<file path="src/rtl/core/spi_master_mode3_core_defines.svh">
// Assertion macros used by the SPI master core back end.
`ifndef SPI_MASTER_MODE3_CORE_DEFINES_SVH
`define SPI_MASTER_MODE3_CORE_DEFINES_SVH

`ifndef SYNTHESIS
// Check a property on every clock edge outside reset.
`define SPIMC_ASSERT(lbl, prop, msg) \
  lbl: assert property (@(posedge clk) disable iff (!rst_n) (prop)) else $error(msg);
// Check a property on every clock edge, reset included.
`define SPIMC_ASSERT_ALWAYS(lbl, prop, msg) \
  lbl: assert property (@(posedge clk) (prop)) else $error(msg);
`else
`define SPIMC_ASSERT(lbl, prop, msg)
`define SPIMC_ASSERT_ALWAYS(lbl, prop, msg)
`endif

`endif

</file>
<file path="src/rtl/core/spimc_pkg.sv">
// Types and constants shared by the SPI master core.
package spimc_pkg;

  localparam int unsigned WORD_W = 32;
  localparam int unsigned IDX_W  = 5;

  // request codes as seen on the input port
  localparam logic [2:0] REQ_TICK    = 3'd0;
  localparam logic [2:0] REQ_SELECT  = 3'd1;
  localparam logic [2:0] REQ_PAUSE   = 3'd2;
  localparam logic [2:0] REQ_RELEASE = 3'd3;
  localparam logic [2:0] REQ_START8  = 3'd4;
  localparam logic [2:0] REQ_START32 = 3'd5;

  // top bit position of each transfer size
  localparam logic [IDX_W-1:0] TOP_BIT8  = 5'd7;
  localparam logic [IDX_W-1:0] TOP_BIT32 = 5'd31;

  typedef enum logic [2:0] {
    OP_TICK,
    OP_SELECT,
    OP_PAUSE,
    OP_RELEASE,
    OP_START8,
    OP_START32,
    OP_NOP
  } op_t;

  typedef struct packed {
    op_t               op;
    logic [WORD_W-1:0] word;
    logic              miso;
  } q_entry_t;

endpackage

</file>
<file path="src/rtl/core/spimc_front.sv">
// Front end: decode requests and hold them in a two-entry queue.
module spimc_front
  import spimc_pkg::*;
(
  input  logic              clk,
  input  logic              rst_n,
  input  logic              in_valid,
  output logic              in_stall,
  input  logic [2:0]        in_req_type,
  input  logic [WORD_W-1:0] in_tx_word,
  input  logic              in_miso_level,
  output logic              q_valid,
  input  logic              q_pop,
  output q_entry_t          q_head
);

  q_entry_t   mem_r [2];
  logic       wr_ptr_r, wr_ptr_nxt;
  logic       rd_ptr_r, rd_ptr_nxt;
  logic [1:0] count_r, count_nxt;
  logic       push;
  logic       pop;
  q_entry_t   dec;

  // classify the request; mask the word for byte transfers
  always_comb begin
    dec.word = in_tx_word;
    dec.miso = in_miso_level;
    case (in_req_type)
      REQ_TICK:    dec.op = OP_TICK;
      REQ_SELECT:  dec.op = OP_SELECT;
      REQ_PAUSE:   dec.op = OP_PAUSE;
      REQ_RELEASE: dec.op = OP_RELEASE;
      REQ_START8: begin
        dec.op   = OP_START8;
        dec.word = {{(WORD_W-8){1'b0}}, in_tx_word[7:0]};
      end
      REQ_START32: dec.op = OP_START32;
      default:     dec.op = OP_NOP;
    endcase
  end

  assign in_stall = (count_r == 2'd2);
  assign push     = in_valid && !in_stall;
  assign q_valid  = (count_r != 2'd0);
  assign pop      = q_pop && q_valid;
  assign q_head   = mem_r[rd_ptr_r];

  always_comb begin
    wr_ptr_nxt = push ? !wr_ptr_r : wr_ptr_r;
    rd_ptr_nxt = pop ? !rd_ptr_r : rd_ptr_r;
    count_nxt  = count_r + {1'b0, push} - {1'b0, pop};
  end

  always_ff @(posedge clk) begin
    if (!rst_n) begin
      wr_ptr_r <= 1'b0;
      rd_ptr_r <= 1'b0;
      count_r  <= 2'd0;
    end else begin
      wr_ptr_r <= wr_ptr_nxt;
      rd_ptr_r <= rd_ptr_nxt;
      count_r  <= count_nxt;
    end
  end

  always_ff @(posedge clk) begin
    if (push) begin
      mem_r[wr_ptr_r] <= dec;
    end
  end

endmodule

</file>
<file path="src/rtl/core/spimc_back.sv">
// Back end: serial engine state and the registered result word.
`include "spi_master_mode3_core_defines.svh"

module spimc_back
  import spimc_pkg::*;
(
  input  logic              clk,
  input  logic              rst_n,
  input  logic              q_valid,
  output logic              q_pop,
  input  q_entry_t          q_head,
  output logic              out_valid,
  input  logic              out_stall,
  output logic              out_sck_level,
  output logic              out_mosi_level,
  output logic              out_cs_level,
  output logic              out_busy_res,
  output logic              out_done_res,
  output logic [WORD_W-1:0] out_rx_word
);

  logic [WORD_W-1:0] send_r, send_nxt;
  logic [WORD_W-1:0] recv_r, recv_nxt;
  logic [IDX_W-1:0]  idx_r, idx_nxt;
  logic              high_r, high_nxt;
  logic              active_r, active_nxt;
  logic              sel_r, sel_nxt;
  logic              pend_r, pend_nxt;
  logic              sck_r, sck_nxt;
  logic              mosi_r, mosi_nxt;
  logic              done_nxt;
  logic [WORD_W-1:0] rx_nxt;

  logic              ovalid_r;
  logic              odone_r;
  logic [WORD_W-1:0] orx_r;

  assign q_pop = q_valid && (!ovalid_r || !out_stall);

  always_comb begin
    send_nxt   = send_r;
    recv_nxt   = recv_r;
    idx_nxt    = idx_r;
    high_nxt   = high_r;
    active_nxt = active_r;
    sel_nxt    = pend_r ? 1'b0 : sel_r;
    pend_nxt   = 1'b0;
    sck_nxt    = sck_r;
    mosi_nxt   = mosi_r;
    done_nxt   = 1'b0;
    rx_nxt     = '0;
    if (q_head.op == OP_TICK) begin
      if (active_r) begin
        if (!high_r) begin
          sck_nxt  = 1'b0;
          mosi_nxt = send_r[idx_r];
          high_nxt = 1'b1;
        end else begin
          sck_nxt         = 1'b1;
          recv_nxt[idx_r] = q_head.miso;
          high_nxt        = 1'b0;
          if (idx_r == '0) begin
            active_nxt = 1'b0;
            done_nxt   = 1'b1;
            rx_nxt     = recv_nxt;
          end else begin
            idx_nxt = idx_r - 1'b1;
          end
        end
      end
    end else if (!active_r) begin
      case (q_head.op)
        OP_SELECT: begin
          sel_nxt = 1'b0;
          sck_nxt = 1'b1;
        end
        OP_PAUSE: begin
          sel_nxt  = 1'b1;
          pend_nxt = 1'b1;
        end
        OP_RELEASE: sel_nxt = 1'b1;
        OP_START8, OP_START32: begin
          send_nxt   = q_head.word;
          recv_nxt   = '0;
          idx_nxt    = (q_head.op == OP_START8) ? TOP_BIT8 : TOP_BIT32;
          high_nxt   = 1'b0;
          active_nxt = 1'b1;
        end
        default: ;
      endcase
    end
  end

  always_ff @(posedge clk) begin
    if (!rst_n) begin
      send_r   <= '0;
      recv_r   <= '0;
      idx_r    <= '0;
      high_r   <= 1'b0;
      active_r <= 1'b0;
      sel_r    <= 1'b1;
      pend_r   <= 1'b0;
      sck_r    <= 1'b1;
      mosi_r   <= 1'b0;
      ovalid_r <= 1'b0;
    end else begin
      if (q_pop) begin
        send_r   <= send_nxt;
        recv_r   <= recv_nxt;
        idx_r    <= idx_nxt;
        high_r   <= high_nxt;
        active_r <= active_nxt;
        sel_r    <= sel_nxt;
        pend_r   <= pend_nxt;
        sck_r    <= sck_nxt;
        mosi_r   <= mosi_nxt;
        ovalid_r <= 1'b1;
      end else if (!out_stall) begin
        ovalid_r <= 1'b0;
      end
    end
  end

  // result payload; pin levels come straight from the engine state
  always_ff @(posedge clk) begin
    if (q_pop) begin
      odone_r <= done_nxt;
      orx_r   <= rx_nxt;
    end
  end

  assign out_valid      = ovalid_r;
  assign out_sck_level  = sck_r;
  assign out_mosi_level = mosi_r;
  assign out_cs_level   = sel_r;
  assign out_busy_res   = active_r;
  assign out_done_res   = odone_r;
  assign out_rx_word    = orx_r;

  `SPIMC_ASSERT(a_high_needs_active, high_r |-> active_r, "high phase outside transfer")
  `SPIMC_ASSERT(a_done_not_busy, (ovalid_r && odone_r) |-> !active_r, "done while busy")
  `SPIMC_ASSERT(a_rx_zero_unless_done, (ovalid_r && !odone_r) |-> (orx_r == '0),
                "rx word without done")
  `SPIMC_ASSERT(a_pend_deselects, pend_r |-> (sel_r && !active_r), "pause state corrupt")

endmodule

</file>
<file path="src/rtl/core/spi_master_mode3_core.sv">
// Top level of the SPI master core, mode 3, MSB first.
// SPI master, mode 3 (SCK idles high), MSB first, 8-bit or 32-bit words.
// Each input word is a half-bit tick or a command (select, pause, release,
// start 8-bit, start 32-bit); every accepted word yields exactly one result
// word carrying the SCK, MOSI and CS pin levels, busy, done and the received
// word (zero unless done). A transfer takes two ticks per bit: the low phase
// drives MOSI, the high phase samples MISO. Commands other than ticks are
// ignored while busy. Throughput is one word per clock while out_stall is
// low: the front decodes into a two-entry queue, the back updates the serial
// engine and loads a result register. The accepting edge writes the queue;
// the entry is popped into the result register, raising out_valid, once that
// register is empty or being taken; in_stall rises only when the queue is
// full.
module spi_master_mode3_core
  import spimc_pkg::*;
(
  input  logic              clk,
  input  logic              rst_n,
  input  logic              in_valid,
  output logic              in_stall,
  input  logic [2:0]        in_req_type,
  input  logic [WORD_W-1:0] in_tx_word,
  input  logic              in_miso_level,
  output logic              out_valid,
  input  logic              out_stall,
  output logic              out_sck_level,
  output logic              out_mosi_level,
  output logic              out_cs_level,
  output logic              out_busy_res,
  output logic              out_done_res,
  output logic [WORD_W-1:0] out_rx_word
);

  logic     q_valid;
  logic     q_pop;
  q_entry_t q_head;

  // decode and buffer incoming words
  spimc_front u_front (
    .clk           (clk),
    .rst_n         (rst_n),
    .in_valid      (in_valid),
    .in_stall      (in_stall),
    .in_req_type   (in_req_type),
    .in_tx_word    (in_tx_word),
    .in_miso_level (in_miso_level),
    .q_valid       (q_valid),
    .q_pop         (q_pop),
    .q_head        (q_head)
  );

  // run the serial engine and hold the result until taken
  spimc_back u_back (
    .clk            (clk),
    .rst_n          (rst_n),
    .q_valid        (q_valid),
    .q_pop          (q_pop),
    .q_head         (q_head),
    .out_valid      (out_valid),
    .out_stall      (out_stall),
    .out_sck_level  (out_sck_level),
    .out_mosi_level (out_mosi_level),
    .out_cs_level   (out_cs_level),
    .out_busy_res   (out_busy_res),
    .out_done_res   (out_done_res),
    .out_rx_word    (out_rx_word)
  );

endmodule

</file>
<file path="config.mk">
export PLATFORM = sky130hd
export DESIGN_NAME = spi_master_mode3_core
export DESIGN_NICKNAME = d
export VERILOG_FILES = /design/src/rtl/core/spimc_pkg.sv /design/src/rtl/core/spimc_front.sv /design/src/rtl/core/spimc_back.sv /design/src/rtl/core/spi_master_mode3_core.sv
export VERILOG_INCLUDE_DIRS = /design/src /design/src/rtl/core
export SDC_FILE = /design/constraint.sdc
export NUM_CORES = 1
export LEC_CHECK = 0
export CAP_MARGIN = 15
export CORE_MARGIN = 2
export CORE_UTILIZATION = 45
export CTS_CLUSTER_DIAMETER = 120
export CTS_CLUSTER_SIZE = 12
export DETAILED_ROUTE_END_ITERATION = 8
export DONT_BUFFER_PORTS = 1
export SETUP_SLACK_MARGIN = 0.05
export SLEW_MARGIN = 40
export SYNTH_ARGS = -nofsm -noshare
export SYNTH_HDL_FRONTEND = slang
export SYNTH_SLANG_ARGS = --single-unit
</file>
<file path="constraint.sdc">
create_clock -name clk -period 4.25 [get_ports clk]
set_input_delay 0.6375 -clock clk [delete_from_list [all_inputs] [get_ports clk]]
set_output_delay 0.6375 -clock clk [all_outputs]
set_load 0.01 [all_outputs]
</file>
==> metrics <==
startpoint types flip-flop; H-Tree Depth 4; Max Freq around 320 MHz; clock net sink count around 190; Post CTS Setup Buffer Count 0; clk_skew 0.00716 ns; fin crit share a little over 70%; CTS Buffer Depth 2; measured slew at the worst slew-check pin roughly 0.8 ns; NumNets Final between 700 and 800; IO buf count 0; power per cell area roughly 580 nW/um^2; ys flop type edfxtp_1; crit-path max cell delay around 0.52 ns; library cells used by synthesis just under 60; Final setup viols 0; Synth Cell Area 8210 um^2; GRT overflow 0; CP delay by family, top simple AND/OR/NAND/NOR gates; Post-synth EDFFs roughly 110; critical path required time around 4.5 ns; Area Overhead vs Synth 8.19%; dpl hpwl 10.3 mm; first-pass GRT wire length 26.2 mm; most frequent cells in the layout 105 x edfxtp_1, 90 x a21oi_1, 79 x dfxtp_1; Rows slightly below 50; layout cell share with drive strength beyond 1 approximately 11%; # IOs 79; full die area 19300 um^2; max cap viols 0; crit path DAT approximately 3.4 ns; final WL between 15 and 20 mm; min Tclk post-route approximately 3 ns; Async SR Flop Fraction 0%; CP Class flip-flop to flip-flop; vias in the first global route between 5000 and 6000; initial core utilization roughly 46%; TritonCTS clock tree built; clock-pin slew on the worst setup and hold paths roughly 0.07 ns; Avg Cell Area, Syn about 11 um^2; starting DRC count in detailed routing around 440; Critical Path, Cell by Cell nor4_1 -> a21o_1 -> clkinv_1 -> ha_1 -> nor3_2 -> nand2_1 -> o21ai_0 -> a21oi_1; Yosys warning total 0; Seq/Total Area, Yosys slightly below 60%; Worst Hold Class input pin to flip-flop; Design Area, Final 8880 um^2; setup TNS 0 ns; Final Max Slew Viols 0; antenna cells 0; CTS Hold Bufs 0; Root Buffer clkbuf_16; Leak Pwr just over 3 nW; Final Hold Fails 0; Residual DRC 0; Final ANT Viol Nets 0; die span in y 139 um; Syn Nets just under 800; largest net degree at the start of global routing between 60 and 70; run status complete, no violations; DR WL/cell about 17 um; Worst Setup End Kind flip-flop; Via density about 5.7; post-CTS sizing 0; RSZ-0062 raised after global routing no; Clock Latency Late Sink ~0.42 ns; #FFs+latches synth about 190; Worst Path Buf+Inv 1; antenna violations before repair 0; FILL cells between 1500 and 2000; CP max FO 26; final core utilization about half; Syn Inst Count 740; Num CTS Buffers 17; headroom to the max-slew limit 46.6%; Max IR drop VDD between 0.3 and 0.4 mV; Pre-antenna DRT Iters 5; RePlAce Congestion around 0.82; most common cell after layout, fill and taps aside edfxtp_1; Total GRT Usage between 10% and 20%; die width 139 um; Core Footprint around 18000 um^2; Vias between 5000 and 6000; Post-DP Area 8300 um^2; crit path max-delay cell type nand2_1
## metrics by stage
step,setup WS (ns),hold WS (ns),std cells,total power [W]
floorplan,1.25,0.449,740,0.00342
global placement,1.20,0.458,915,0.00363
detailed placement,1.18,0.467,917,0.00371
CTS,1.18,0.285,949,0.00523
global route,0.916,0.268,949,0.00545
finish,1.17,0.302,949,0.00517
## logic make-up after synthesis
group | count (synthesis) | share of synthesized area, %
and+or+nand+nor | 215 | 13.4
AOI/OAI and AO/OA | 202 | 15.4
DFF | 185 | 57.9
buffers and inverters | 77 | 4.79
muxes | 50 | 6.92
adders and majority gates | 8 | 1.22
xor gates and xnor gates | 3 | 0.320
## synth_stat cells (all sizes together) (2+ instances only)
cell	n	area, um^2
mux2i	35	350
nand3b	2	15.0
nor4	3	18.8
edfxtp	105	3150
o211a	12	120
nand3	28	145
mux2	11	128
inv	11	41.3
a22oi	3	22.5
nor2	59	224
nor2b	25	156
and3	2	12.5
buf	34	213
o21ai	34	170
a31oi	4	25.0
a21oi	90	450
a211oi	23	173
and2	4	25.0
nand4	4	46.3
mux4	4	90.1
and3b	2	17.5
nand2	49	184
xnor2	3	26.3
ha	8	100
a21boi	6	45.0
clkinv	2	7.51
a311oi	15	131
nor3	25	146
dfxtp	80	1600
nand2b	3	18.8
nor3b	5	47.5
o21a	6	45.0
a21o	2	15.0
clkbuf	30	131
## metal layers
metal | GRT usage, % | vias to the layer above | part of all wire, %
met4 | 3.93 | 0 | 0.85
met3 | 4.80 | 10 | 5.0
li1 | - | 2654 | -
met1 | 22.2 | 2577 | 44
met5 | 0 | - | 0
met2 | 28.5 | 171 | 50
## registers in the layout, summed over array words and instances (netlist names), named ones only
register and count:
u_back.out_busy_res 1, u_back.out_mosi_level 1, u_back.out_done_res 1, u_front.wr_ptr_r 1, u_front.mem_r 72, u_back.send_r 32, u_back.out_cs_level 1, u_back.high_r 1
u_back.out_sck_level 1, u_front.count_r 2, u_back.pend_r 1, u_back.recv_r 31, u_back.idx_r 5, u_back.out_valid 1, u_front.rd_ptr_r 1, u_back.out_rx_word 32
## worst reg2reg max path: stages (launching register included)
cell	delay [ns]
edfxtp_1	0.43
nor4_1	0.28
a21o_1	0.42
clkinv_1	0.17
ha_1	0.32
nor3_2	0.26
nand2_1	0.52
o21ai_0	0.41
a21oi_1	0.12
## area by class of cell
| cell class | count | area, um^2 | share of cell area (%) |
|---|---|---|---|
| well taps | 229 | 287 | 3.23 |
| clock buffers | 17 | 425 | 4.79 |
| multi-input cells | 478 | 3100 | 34.9 |
| flip-flops and latches | 185 | 4760 | 53.6 |
| inverters | 13 | 51.3 | 0.578 |
| clock inverters | 15 | 159 | 1.79 |
| repair buffers | 12 | 105 | 1.18 |
## power breakdown
part | switching [W] | internal [W]
Combinational | 0.000750 | 0.000420
Sequential | 0.000220 | 0.00226
Clock | 0.000734 | 0.000787
## final timing paths
kind | from | end | slack [ns] | cells past startpoint
setup / recovery | u_front.mem_r[0][33] | u_back.recv_r[1] | 1.17 | 8
hold reg to reg | u_back.recv_r[25] | u_back.recv_r[25] | 0.47 | 2
setup reg to reg | u_front.mem_r[0][33] | u_back.recv_r[1] | 1.17 | 8
hold / removal | in_tx_word[1] | u_front.mem_r[1][2] | 0.30 | 0
Note: power is estimated with default switching activity, not from simulation.
